<file path="src/hdl/mlwu_ram.sv">
module mlwu_ram
    #(
        parameter int WIDTH = 32,
        parameter int DEPTH = 8,
        parameter int ADDR_W = (DEPTH > 1) ? $clog2(DEPTH) : 1
    )
    (
        input  logic              clk,
        input  logic              we,
        input  logic [ADDR_W-1:0] waddr,
        input  logic [WIDTH-1:0]  wdata,
        input  logic [ADDR_W-1:0] raddr,
        output logic [WIDTH-1:0]  rdata
    );

    logic [WIDTH-1:0] mem [DEPTH];
    logic [WIDTH-1:0] rdata_reg;

    // single write port, registered read
    always_ff @(posedge clk)
    begin
        if (we)
        begin
            mem[waddr] <= wdata;
        end
        rdata_reg <= mem[raddr];
    end

    assign rdata = rdata_reg;

endmodule

</file>
<file path="config.mk">
export PLATFORM = sky130hd
export DESIGN_NAME = mlwu_ram
export DESIGN_NICKNAME = d
export VERILOG_FILES = /design/src/hdl/mlwu_ram.sv
export SDC_FILE = /design/constraint.sdc
export NUM_CORES = 1
export LEC_CHECK = 0
export BUFFER_PORTS_ARGS = -buffer_cell sky130_fd_sc_hd__buf_2
export CAP_MARGIN = 10
export CORE_ASPECT_RATIO = 0.8
export CORE_MARGIN = 10
export CORE_UTILIZATION = 30
export CTS_BUF_LIST = sky130_fd_sc_hd__clkbuf_2 sky130_fd_sc_hd__clkbuf_4 sky130_fd_sc_hd__clkbuf_8
export DETAILED_ROUTE_END_ITERATION = 8
export GPL_TIMING_DRIVEN = 1
export PLACE_DENSITY = 0.47
export SLEW_MARGIN = 20
export SYNTH_ARGS = -nofsm -noshare
export SYNTH_HDL_FRONTEND = slang
export SYNTH_SLANG_ARGS = --single-unit
export TNS_END_PERCENT = 100
</file>
<file path="constraint.sdc">
create_clock -name clk -period 3.5 [get_ports clk]
set_input_delay 0.7 -clock clk [delete_from_list [all_inputs] [get_ports clk]]
set_output_delay 0.7 -clock clk [all_outputs]
set_load 0.02 [all_outputs]
</file>
==> metrics <==
first-pass GRT wire length=33000 µm; drt via density=4.38; vias in the first global route=5164; # DRC=0; IO Port Bufs=71; core area=34600 µm²; routability cong.=0.680; Hold Violations, Final=0; Post-synth EDFFs=256; CTS tree=done; Crit path required time=2.80 ns; Top FF cell, synth=edfxtp_1; CP delay by family, top=flip-flops; CP max stage delay=0.40 ns; asr flop ratio synth=0; initial antenna violation count=3; Crit-path slowest cell=dfxtp_1; Cell Area, Synth=10500 µm²; yosys synthesis warning count=0; Tot GR Track Use=0.102; post-CTS setup buffers=0; clock latency on the worst-skew pair=0.56 ns; Routed Antenna Nets=0; drt total wl=22000 µm; Final Power=0.00731 W; die area=42800 µm²; Detailed Route Iter0 Violations=262; CTS sink cnt=288; CTS Buffer Depth=3; total grt overflow=0; Arr. time, crit path=1.16 ns; max reg flops=256; die height=187 µm; Mapped Nets=455; synth unique cells=13; Net count, final=572; PD cells=584 nW/µm²; synthesis-to-finish area growth=19.6%; clock-pin slew on the worst setup and hold paths=0.06 ns; Crit path buffers/inverters=1; Num CTS Buffers=47; count leader, synth=edfxtp_1; commonest cells in the netlist=edfxtp_1, mux4_1, dfxtp_1, mux2_2, mux4_2; Crit Path Category=reg -> out; final slew viol count=0; placed insts=955; Peak Freq=536 MHz; I/O pin total=72; CP endpoint kind=output pin; setup_tns=0 ns; CP Launch Type=flip-flop; Synth top area share=0.734; Rel. slew slack=0.545; H-tree depth=2; RSZ-0062 raised after global routing=false; HPWL Detailed=12600 µm; minimum clock period=1.86 ns; run status=finished clean; Post-CTS Resized=0; # rows=61; Max IR drop VDD=0.000233 V; Starting Density=0.303; Worst-Margin Slew=0.681 ns; Via Count=4570; worst hold path type=in -> reg; worst path cell trace=buf_2; drt pass-1 iters=5; Yosys top cell by area=edfxtp_1; hold_buf cts=0; largest net degree at the start of global routing=65; post-synthesis sequential area ratio=0.796; Max Cap Viol=0; Yosys reg bits=288; Layout Cells excl Fill=1044; Worst Path Max Fanout=1; layout cell share with drive strength beyond 1=0.398; syn_area_per_cell=25.2 µm²; wire per inst=21.0 µm; CTS Root Cell=clkbuf_8; Mapped Cells=415; Static Leak=4.22 nW; Period Utilization, post-route=0.533; skew final=0.0177 ns; # setup viols final=0; Synth area leaders=edfxtp_1, mux4_1, dfxtp_1, mux4_2, mux2_2; Die W=229 µm
-- cells in the final DEF, fill, tap and decap left out --
| cell | instances |
|---|---|
| edfxtp_1 | 256 |
| buf_2 | 69 |
| clkbuf_8 | 57 |
| mux4_1 | 40 |
| mux2_2 | 32 |
| dfxtp_1 | 32 |
| mux4_2 | 24 |
| clkbuf_4 | 14 |
| buf_4 | 12 |
| clkinv_1 | 10 |
| nor2_4 | 6 |
| clkinv_2 | 5 |
| buf_12 | 5 |
| nand2b_1 | 3 |
| diode_2 | 2 |
| nand2_1 | 2 |
| nor3_4 | 1 |
| nor3_2 | 1 |
| bufinv_16 | 1 |
-- kinds of logic after synthesis --
| family | after synthesis | share of synthesized area |
|---|---|---|
| buffers and inverters | 18 | 0.0122 |
| DFF | 288 | 0.796 |
| muxes | 96 | 0.186 |
| and+or+nand+nor | 13 | 0.00562 |
-- layer usage --
| layer | vias to the layer above | track usage | wire [µm] |
|---|---|---|---|
| met2 | 113 | 0.158 | 10100 |
| met5 | - | 0 | 13 |
| li1 | 2044 | - | - |
| met3 | 44 | 0.0323 | 1280 |
| met4 | 2 | 0.0369 | 490 |
| met1 | 2367 | 0.134 | 10100 |
-- per-stage QoR --
step | worst slack, ns | util | hold WS [ns] | cell area [µm²]
floorplan | 0.0440 | - | 0.641 | 10500
global placement | 1.14 | 0.333 | 0.652 | 11500
detailed placement | 1.15 | 0.333 | 0.658 | 11500
CTS | 1.59 | 0.362 | 0.357 | 12500
global route | 1.58 | 0.362 | 0.379 | 12500
finish | 1.64 | 0.362 | 0.412 | 12500
-- report_power, final --
group	switching, W	internal, W
clock network	0.00128	0.00169
logic	0.000240	0.000177
registers	0.0000328	0.00388
total	0.00155	0.00575
-- final timing paths --
check	startpoint	end	slack (ns)	cells after the start
setup reg to reg	mem[3][8]	rdata[8]	2.17	2
hold / removal	wdata[7]	mem[2][7]	0.41	1
hold reg to reg	mem[4][16]	rdata[16]	0.67	2
setup / recovery	rdata[7]	rdata[7]	1.64	1
-- final cells by class --
| cell class | count | area (µm²) |
|---|---|---|
| repair buffers | 86 | 536 |
| fillers | 3187 | 22100 |
| flip-flops and latches | 288 | 8330 |
| clock inverters | 16 | 92.6 |
| clock buffers | 71 | 890 |
| well taps | 472 | 591 |
| multi-input cells | 109 | 2070 |
| diodes | 2 | 5.00 |
No activity file was read; power rests on OpenSTA's default activity.
