[src/hdl/mlwu_pkg.sv]
package mlwu_pkg;

    // request type codes
    localparam logic [1:0] REQ_ACK  = 2'd0;
    localparam logic [1:0] REQ_LOSS = 2'd1;
    localparam logic [1:0] REQ_RTT  = 2'd2;

    // configuration register indexes
    localparam logic CFG_MSS     = 1'b0;
    localparam logic CFG_MIN_WIN = 1'b1;

    localparam logic [15:0] MSS_RESET     = 16'd1460;
    localparam logic [31:0] MIN_WIN_RESET = 32'd14600;

    // shared divider datapath
    localparam int DIV_W = 64;
    localparam int CNT_W = 6;

    localparam logic [CNT_W-1:0] CNT_Q16  = 6'd48;
    localparam logic [CNT_W-1:0] CNT_SHR  = 6'd17;
    localparam logic [CNT_W-1:0] CNT_SQ   = 6'd33;

    localparam logic [16:0] ONE_Q16   = 17'h10000;
    localparam logic [63:0] TOTAL_MAX = 64'h7_FFFF_FFFF;
    localparam logic [31:0] WIN_MAX   = 32'hFFFF_FFFF;

    typedef struct packed {
        logic             start;
        logic [DIV_W-1:0] rem_init;
        logic [DIV_W-1:0] low;
        logic [DIV_W-1:0] den;
        logic [CNT_W-1:0] count;
    } div_req_t;

endpackage

[src/hdl/mlwu_div.sv]
module mlwu_div
    import mlwu_pkg::*;
    (
        input  logic             clk,
        input  logic             rst_n,
        input  div_req_t         req,
        output logic [DIV_W-1:0] quot,
        output logic             done
    );

    logic             busy_reg, busy_next;
    logic             done_reg, done_next;
    logic [CNT_W-1:0] cnt_reg, cnt_next;
    logic [DIV_W-1:0] rem_reg, rem_next;
    logic [DIV_W-1:0] low_reg, low_next;
    logic [DIV_W-1:0] den_reg, den_next;
    logic [DIV_W-1:0] quot_reg, quot_next;
    logic [DIV_W:0]   trial;
    logic             fits;

    // one restoring step: shift in a numerator bit, compare, subtract
    always_comb
    begin
        trial     = {rem_reg, low_reg[DIV_W-1]};
        fits      = trial >= {1'b0, den_reg};
        busy_next = busy_reg;
        done_next = 1'b0;
        cnt_next  = cnt_reg;
        rem_next  = rem_reg;
        low_next  = low_reg;
        den_next  = den_reg;
        quot_next = quot_reg;
        if (req.start)
        begin
            busy_next = 1'b1;
            cnt_next  = req.count;
            rem_next  = req.rem_init;
            low_next  = req.low;
            den_next  = req.den;
            quot_next = '0;
        end
        else if (busy_reg)
        begin
            rem_next  = fits ? DIV_W'(trial - {1'b0, den_reg}) : trial[DIV_W-1:0];
            low_next  = {low_reg[DIV_W-2:0], 1'b0};
            quot_next = {quot_reg[DIV_W-2:0], fits};
            cnt_next  = cnt_reg - 1'b1;
            if (cnt_reg == CNT_W'(1))
            begin
                busy_next = 1'b0;
                done_next = 1'b1;
            end
        end
    end

    always_ff @(posedge clk or negedge rst_n)
    begin
        if (!rst_n)
        begin
            busy_reg <= 1'b0;
            done_reg <= 1'b0;
            cnt_reg  <= '0;
        end
        else
        begin
            busy_reg <= busy_next;
            done_reg <= done_next;
            cnt_reg  <= cnt_next;
        end
    end

    always_ff @(posedge clk)
    begin
        rem_reg  <= rem_next;
        low_reg  <= low_next;
        den_reg  <= den_next;
        quot_reg <= quot_next;
    end

    assign quot = quot_reg;
    assign done = done_reg;

`ifndef NO_ASSERTIONS
    // a new division only once the previous one has finished
    a_no_restart: assert property (@(posedge clk) disable iff (!rst_n)
        req.start |-> !busy_reg)
        else $error("divider started while busy");
    // completion ends the iteration
    a_done_idle: assert property (@(posedge clk) disable iff (!rst_n)
        done_reg |-> !busy_reg)
        else $error("divider done while still iterating");
    // a running division always has steps left
    a_cnt_live: assert property (@(posedge clk) disable iff (!rst_n)
        busy_reg |-> cnt_reg != '0)
        else $error("divider running with zero step count");
`endif

endmodule

[config.mk]
export PLATFORM = sky130hd
export DESIGN_NAME = mlwu_div
export DESIGN_NICKNAME = d
export VERILOG_FILES = /design/src/hdl/mlwu_pkg.sv /design/src/hdl/mlwu_div.sv
export SDC_FILE = /design/constraint.sdc
export NUM_CORES = 1
export LEC_CHECK = 0
export BUFFER_PORTS_ARGS = -buffer_cell sky130_fd_sc_hd__buf_2
export CAP_MARGIN = 0
export CORE_MARGIN = 5
export CORE_UTILIZATION = 51
export DETAILED_ROUTE_END_ITERATION = 10
export GPL_TIMING_DRIVEN = 0
export PLACE_DENSITY_LB_ADDON = 0.15
export REMOVE_ABC_BUFFERS = 1
export SYNTH_ARGS = -nofsm -noshare
export SYNTH_HDL_FRONTEND = slang
export SYNTH_SLANG_ARGS = --single-unit
[constraint.sdc]
create_clock -name clk -period 9.6 [get_ports clk]
set_input_delay 1.92 -clock clk [delete_from_list [all_inputs] [get_ports clk]]
set_output_delay 1.92 -clock clk [all_outputs]
set_load 0.03 [all_outputs]
==> flow_summary_export.csv, run 1 <==
group,metric,value,unit
status,run_status,"completed",
die,die_area,32100,um2
pwr,internal_power,3.19,mW
pwr,leakagePower,7.88,nW
detailed_routing,wire_per_inst,16.9,um
cells_and_area,fin_area,17300,um2
cells_and_area,fillCellCount,2354,
worst_setup_path,critPathKind,"reg -> reg",
synthesis,postSynthRegisterBits,264,
pwr,pwr-share-seq,32.0,%
timing,drv_slew,0,
pwr,p_sw,1.84,mW
timing,clock_skew,0.00895,ns
worst_setup_path,crit_path_start_kind,"register",
clock_network,cts_tree,"done",
timing,timing.final.crit_period,4.41,ns
clock_network,ctsResizeCount,0,
placement,portBuffers,265,
synthesis,ys_types,70,
timing,hold_viol,0,
pwr,power_frac_comb,44.6,%
synthesis,synth_flop_cell,"edfxtp_1",
clock_network,htree_levels,1,
synthesis,ys_warn_count,0,
timing,grt_setup_unrepaired,"no",
synthesis,synth-seq-area-share,49.7,%
die,start_util,52.0,%
synthesis,avgSynthCellArea,10.6,um2
die,placementRows,61,
clock_network,clk_pin_slew,0.06,ns
clock_network,cts-root-buf,"clkbuf_16",
worst_setup_path,crit_path_end_kind,"register",
global_route,grt-ovfl-total,0,
placement,post-place-ws,5.19,ns
cells_and_area,layout-drive-gt1-share,26.1,%
global_route,grt_max_degree,148,
clock_network,clkSinkCount,264,
cells_and_area,finish.utilization,61.9,%
cells_and_area,multi_input_area,6610,um2
die,core_area,28000,um2
clock_network,clock_path_buffers,3,
min_path,min_path_type,"reg -> reg",
detailed_routing,detail_route.vias_per_cell,5.34,
timing,slew_headroom,44.7,%
timing,setup_tns,0,ns
pwr,p_per_area,290,nW/um2
clock_network,cts_buffers,29,
pwr,swShare,36.6,%
pwr,ir_drop,0.149,mV
detailed_routing,dr.pass1.iters,5,
placement,gp_congestion,0.923,
synthesis,synth_edf_count,192,
pwr,pwr-share-clk,23.4,%
die,die_h,179,um
timing,setup_viol,0,
worst_setup_path,cp_slowest_cell,"a41oi_4",
cells_and_area,regArea,7250,um2
flow_run,maxCapViolCount,0,
worst_setup_path,critPathMostFrequentCell,"o21ai_1",
timing,whs,0.508,ns
global_route,antenna_found_initial,25,
worst_setup_path,crit_fanout,23,
die,ioPinCount,266,
synthesis,synthArstFlopShare,3.03,%
timing,min_period_over_period,46.0,%
global_route,grt_pass1_vias,10821,
synthesis,synthesis.area,14600,um2
clock_network,post_cts_buffers,0,
cells_and_area,area_delta_synth_final,19.0,%
detailed_routing,drc,0,
clock_network,clkLatencyLatePin,0.56,ns
timing,worst_pin_slew,0.809,ns
global_route,grt_use_total,21.1,%
timing,timing.fmax,227,MHz
placement,dp_hpwl,25.1,mm
clock_network,ctsHoldBuffers,0,
placement,dpl_cell_area,16300,um2
detailed_routing,finalWirelength,34.3,mm
worst_setup_path,crit_arrival,4.72,ns
worst_setup_path,crit_chain,"ha_1 > a2111oi_0 > o21ai_1 > o21ai_1 > a31oi_1 > o21a_1 > a31oi_2 > o21ai_1 > a41oi_4 > buf_16 > buf_16 > mux2_1 > mux2_2",
worst_setup_path,required,9.90,ns
detailed_routing,final_antenna_net_count,0,
global_route,grt_pass1_wl,54.9,mm
detailed_routing,via_count,10827,
synthesis,synthCells,1380,
cells_and_area,fin_nets,1883,
detailed_routing,drt_iter0_drc,744,
die,die_x,179,um
timing,setup_ws,5.19,ns
worst_setup_path,cp_slowest_stage_delay,0.70,ns
[synthesized netlist by cell type, drive strengths merged (4+ instances only)]
cell	count	share of area, %
xnor2	44	2.6
o31ai	7	0.36
xor2	20	1.2
nor2b	6	0.26
nand2b	9	0.39
dfrtp	8	1.4
o21ai	84	2.9
and3b	5	0.30
and4	6	0.36
o211ai	5	0.26
a21oi	110	3.9
a21o	26	1.3
nand4	16	0.69
a31oi	5	0.26
o21a	7	0.36
dfxtp	64	8.8
clkbuf	41	1.1
nand3	16	0.55
inv	112	2.9
edfxtp	192	40
nor3	11	0.38
mux2	93	7.2
nand2	102	2.6
a211oi	31	1.6
nor2	128	3.3
ha	66	5.7
buf	28	1.0
a221o	7	0.48
o21bai	10	0.52
mux2i	65	4.5
and2	9	0.39
a211o	4	0.24
[power groups by stage]
stage                     sequential, mW  clock, mW  combinational, mW
final                               1.61       1.18               2.25
after floorplan                     1.61          0               1.70
after CTS                           1.61       1.21               2.24
after global placement              1.63          0               2.15
after global routing                1.63       1.26               2.54
after detailed placement            1.63          0               2.23
[metrics by stage]
stage | total power [mW] | std cells
2_1_floorplan | 3.31 | 1311
3_3_place_gp | 3.79 | 1954
3_5_place_dp | 3.85 | 1962
4_1_cts | 5.07 | 2016
5_1_grt | 5.43 | 2022
6_report | 5.03 | 2026
[path summary, 6_finish.rpt]
kind                                        from               endpoint  slack [ns]  cells after the start
setup / recovery           rem_reg[15]$_DFFE_PP_  rem_reg[25]$_DFFE_PP_        5.19                     13
hold / removal              quot[0]$_SDFFE_PP0P_   quot[0]$_SDFFE_PP0P_        0.51                      2
setup reg to reg           rem_reg[15]$_DFFE_PP_  rem_reg[25]$_DFFE_PP_        5.19                     13
hold reg to reg             quot[0]$_SDFFE_PP0P_   quot[0]$_SDFFE_PP0P_        0.51                      2
max in group asynchronous                  rst_n     busy_reg$_DFF_PN0_        8.22                      1
min in group asynchronous                  rst_n         done$_DFF_PN0_        1.20                      1
[cells in the final DEF (no fill, tap or decap), types with 29 or more instances in the layout]
| master | n |
|---|---|
| mux2i_1 | 65 |
| nor2_1 | 128 |
| a211oi_1 | 30 |
| xnor2_1 | 44 |
| edfxtp_1 | 192 |
| o21ai_0 | 73 |
| inv_1 | 111 |
| clkbuf_16 | 29 |
| ha_1 | 66 |
| buf_2 | 264 |
| nand2_1 | 102 |
| dfxtp_1 | 64 |
| mux2_2 | 92 |
| a21oi_1 | 107 |
[critical path, delay by kind of cell, from the launching register on]
kind,cells,cell delay [ns]
compound gates,8,2.35
mux,2,0.57
fa+ha+maj,1,0.43
buf+inv,2,0.39
flops,1,0.40
[cell type report]
class	instances	share of cell area, %
Antenna cell	10	0.144
Clock buffer	33	4.27
Clock inverter	21	1.54
Inverter	112	2.45
Multi-Input combinational cell	935	38.1
Sequential cell	264	41.8
Tap cell	378	2.73
Timing Repair Buffer	273	8.93
[layer usage]
layer	part of all wire, %	track usage [%]	up-vias	wire [um]
met5	0.54	0	-	185
met4	2.2	5.02	30	753
met3	9.7	8.71	70	3330
met2	45	32.7	302	15300
met1	43	27.7	4952	14700
li1	-	-	5473	-
[logic make-up after synthesis]
family                     count (synthesis)  share of synthesized area, %
muxes                                    158                          11.7
xor gates and xnor gates                  64                          3.85
AOI/OAI and AO/OA                        322                          14.0
DFF                                      264                          49.7
buffers and inverters                    181                          5.00
adders and majority gates                 67                          5.80
and+or+nand+nor                          324                          9.99
Note: power is estimated with default switching activity, not from simulation.
==> run 2: changes to the inputs <==
--- a/config.mk
+++ b/config.mk
@@ -5,6 +5,7 @@
 export SDC_FILE = /design/constraint.sdc
 export NUM_CORES = 1
 export LEC_CHECK = 0
+export ABC_AREA = 1
 export BUFFER_PORTS_ARGS = -buffer_cell sky130_fd_sc_hd__buf_2
 export CAP_MARGIN = 0
 export CORE_MARGIN = 5
==> constraint.sdc (replaced) <==
create_clock -name clk -period 4.35 [get_ports clk]
set_input_delay 0.87 -clock clk [delete_from_list [all_inputs] [get_ports clk]]
set_output_delay 0.87 -clock clk [all_outputs]
set_load 0.03 [all_outputs]
==> run 2 against run 1 <==
Total power is 150% higher. Largest cell class is now multi-input gates. Design area grew 14%. Core utilization fell by 2.6 points. Critical path depth fell by 2. Critical path type unchanged. Clock power grew 110%. Non-clock buffer count decreased by 3. Final cell count rose by 53%. Sequential share of layout area decreased by 5.1 points. Synthesized area increased by 17%.
==> flow_summary_export.csv, run 2 <==
group,metric,value,unit
pwr,swShare,44.7,%
cells_and_area,area_delta_synth_final,15.6,%
placement,dp_hpwl,38.9,mm
synthesis,synth_top_cell_by_area,"edfxtp_1",
placement,place_inst,3043,
worst_setup_path,startpoint,"rem_reg[38]$_DFFE_PP_",
synthesis,ys_types,38,
timing,min_period_over_period,92.9,%
synthesis,synthCells,2389,
clock_network,clkSinkCount,264,
worst_setup_path,crit_arrival,4.35,ns
synthesis,ys_top_cells_by_count,"nand2_1 (968), inv_1 (466), edfxtp_1 (192)",
detailed_routing,finalWirelength,50.2,mm
worst_setup_path,crit_fanout,65,
clock_network,cts-root-buf,"clkbuf_16",
worst_setup_path,worstReg2RegStart,"rem_reg[38]$_DFFE_PP_",
worst_setup_path,crit_path_start_kind,"register",
status,run_status,"completed",
detailed_routing,via_count,15323,
cells_and_area,final_common_cell,"nand2_1",
pwr,p_per_area,627,nW/um2
placement,gp_congestion,0.937,
synthesis,synth_flop_cell,"edfxtp_1",
synthesis,synth-seq-area-share,42.4,%
worst_setup_path,critPathKind,"reg -> reg",
cells_and_area,layout-drive-gt1-share,14.7,%
timing,clock_skew,0.0439,ns
global_route,grt_use_total,26.3,%
worst_setup_path,r2r_slack,0.31,ns
global_route,grt_pass1_vias,14800,
pwr,power_frac_comb,52.2,%
detailed_routing,drt_iter0_drc,1004,
die,die_area,37200,um2
synthesis,avgSynthCellArea,7.15,um2
cells_and_area,final_cells,3099,
pwr,leakagePower,10.5,nW
detailed_routing,drc,0,
synthesis,yosysMostFrequentCell,"nand2_1",
detailed_routing,detail_route.vias_per_cell,4.94,
clock_network,htree_levels,1,
global_route,grt_pass1_wl,77.7,mm
timing,drv_slew,0,
pwr,pwr-share-clk,19.7,%
die,placementRows,67,
pwr,internal_power,6.84,mW
worst_setup_path,crit_path_end_kind,"register",
global_route,antenna_found_initial,5,
worst_setup_path,required,4.66,ns
clock_network,clock_path_buffers,3,
synthesis,synth_top_area_share,33.8,%
detailed_routing,final_antenna_net_count,0,
clock_network,clkLatencyLatePin,0.59,ns
timing,worst_pin_slew,0.936,ns
synthesis,synth_edf_count,192,
timing,timing.final.crit_period,4.04,ns
cells_and_area,final_cell_mix,"nand2_1 (968), inv_1 (464), buf_2 (264), edfxtp_1 (192), nand3_1 (118)",
flow_run,maxCapViolCount,0,
pwr,p_sw,5.52,mW
synthesis,ys_warn_count,0,
die,die_h,193,um
timing,timing.fmax,247,MHz
cells_and_area,fin_nets,2894,
die,start_util,51.3,%
cells_and_area,finish.utilization,59.3,%
placement,portBuffers,265,
timing,grt_setup_unrepaired,"no",
timing,setup_viol,0,
pwr,ir_drop,0.387,mV
die,ioPinCount,266,
synthesis,synthArstFlopShare,3.03,%
pwr,pwr-share-seq,28.1,%
clock_network,cts_tree,"done",
global_route,grt-ovfl-total,0,
detailed_routing,wire_per_inst,16.2,um
synthesis,postSynthRegisterBits,264,
timing,hold_viol,0,
min_path,min_path_type,"in -> async",
synthesis,yosys-top-cells-area,"edfxtp_1 (34%), nand2_1 (21%), inv_1 (10%), dfxtp_1 (7.5%), ha_1 (4.8%)",
die,core_area,33300,um2
die,die_x,193,um
synthesis,synthesis.area,17100,um2
detailed_routing,dr.pass1.iters,5,
timing,slew_headroom,37.6,%
clock_network,cts_buffers,28,
clock_network,post_cts_buffers,0,
clock_network,clk_pin_slew,0.06,ns
global_route,grt_max_degree,144,
clock_network,ctsHoldBuffers,0,
-- run 2: cell types whose count changed after synthesis, sizes merged, moves of 12 or more --
cell and delta:
mux2 -93, a211oi -31, nor2 -15, inv +366, o21ai -67, a21o -24, xor2 -17, nand3b +61
nand3 +113, o22ai +59, a21oi -62, mux2i -65, nand2 +888, xnor2 -12
-- run 2: final cells by class --
type	count	area, um2
fill	3194	13500
clock buffer	41	825
sequential	264	7250
multi-input combinational	1582	7700
tap	448	561
clock inverter	11	128
timing repair buffer	270	1460
antenna	3	7.51
inverter	480	1810
-- run 2: worst paths after layout --
check	depth (start not counted)	to
hold reg to reg	2	quot[63]$_SDFFE_PP0P_
setup reg to reg	11	rem_reg[50]$_DFFE_PP_
max in group asynchronous	1	cnt_reg[5]$_DFFE_PN0P_
min in group clk	1	den_reg[42]$_DFFE_PP_
hold / removal	1	cnt_reg[2]$_DFFE_PN0P_
setup / recovery	11	rem_reg[50]$_DFFE_PP_
-- run 2: repair_timing --
action,CTS,global route
endpoints found under the hold margin,0,0
gates resized for setup,0,1
setup endpoints to repair,0,9
-- run 2: cell families after synthesis --
kind of cell | count (synthesis) | share of synthesized area [%]
adders and majority gates | 67 | 4.95
xor gates and xnor gates | 35 | 1.80
DFF | 264 | 42.4
AOI/OAI and AO/OA | 141 | 4.80
and+or+nand+nor | 1338 | 33.4
buffers and inverters | 544 | 12.6
-- run 2: per-layer routing --
layer  vias to the layer above  share of wire (%)  GRT usage (%)
li1                       7897                  -              -
met1                      6873                 44           35.5
met2                       463                 45           42.9
met3                        82                7.6           5.73
met4                         8                3.2           7.60
met5                         -              0.074              0
-- run 2: power groups by stage --
stage          clock network, mW  registers (mW)  logic, mW
2_1_floorplan                  0            3.48       4.47
3_5_place_dp                   0            3.52       6.36
6_report                    2.44            3.48       6.45
3_3_place_gp                   0            3.51       6.29
4_1_cts                     2.47            3.48       6.39
5_1_grt                     2.60            3.53       7.23
-- run 2: stage by stage --
stage	setup slack (ns)	setup TNS (ns)	area, um2	hold slack (ns)	power [mW]
after floorplan	0.122	0	16700	0.486	7.94
after global placement	-4.13	-1120.87	18600	0.438	9.80
after detailed placement	0.139	0	18800	0.447	9.88
after CTS	0.122	0	19700	0.114	12.3
after global routing	0.110	0	19700	0.109	13.4
final	0.309	0	19700	0.114	12.4
-- run 2: critical path: stages, from the launching register on --
cell	delay [ns]
edfxtp_1	0.39
ha_1	0.38
nand2_1	0.14
nor2_1	0.32
nand2_1	0.21
nor2_1	0.24
and3_1	0.27
nand2_4	0.46
nand2_8	0.65
nand3_1	0.32
nand2_1	0.19
nand2_1	0.07
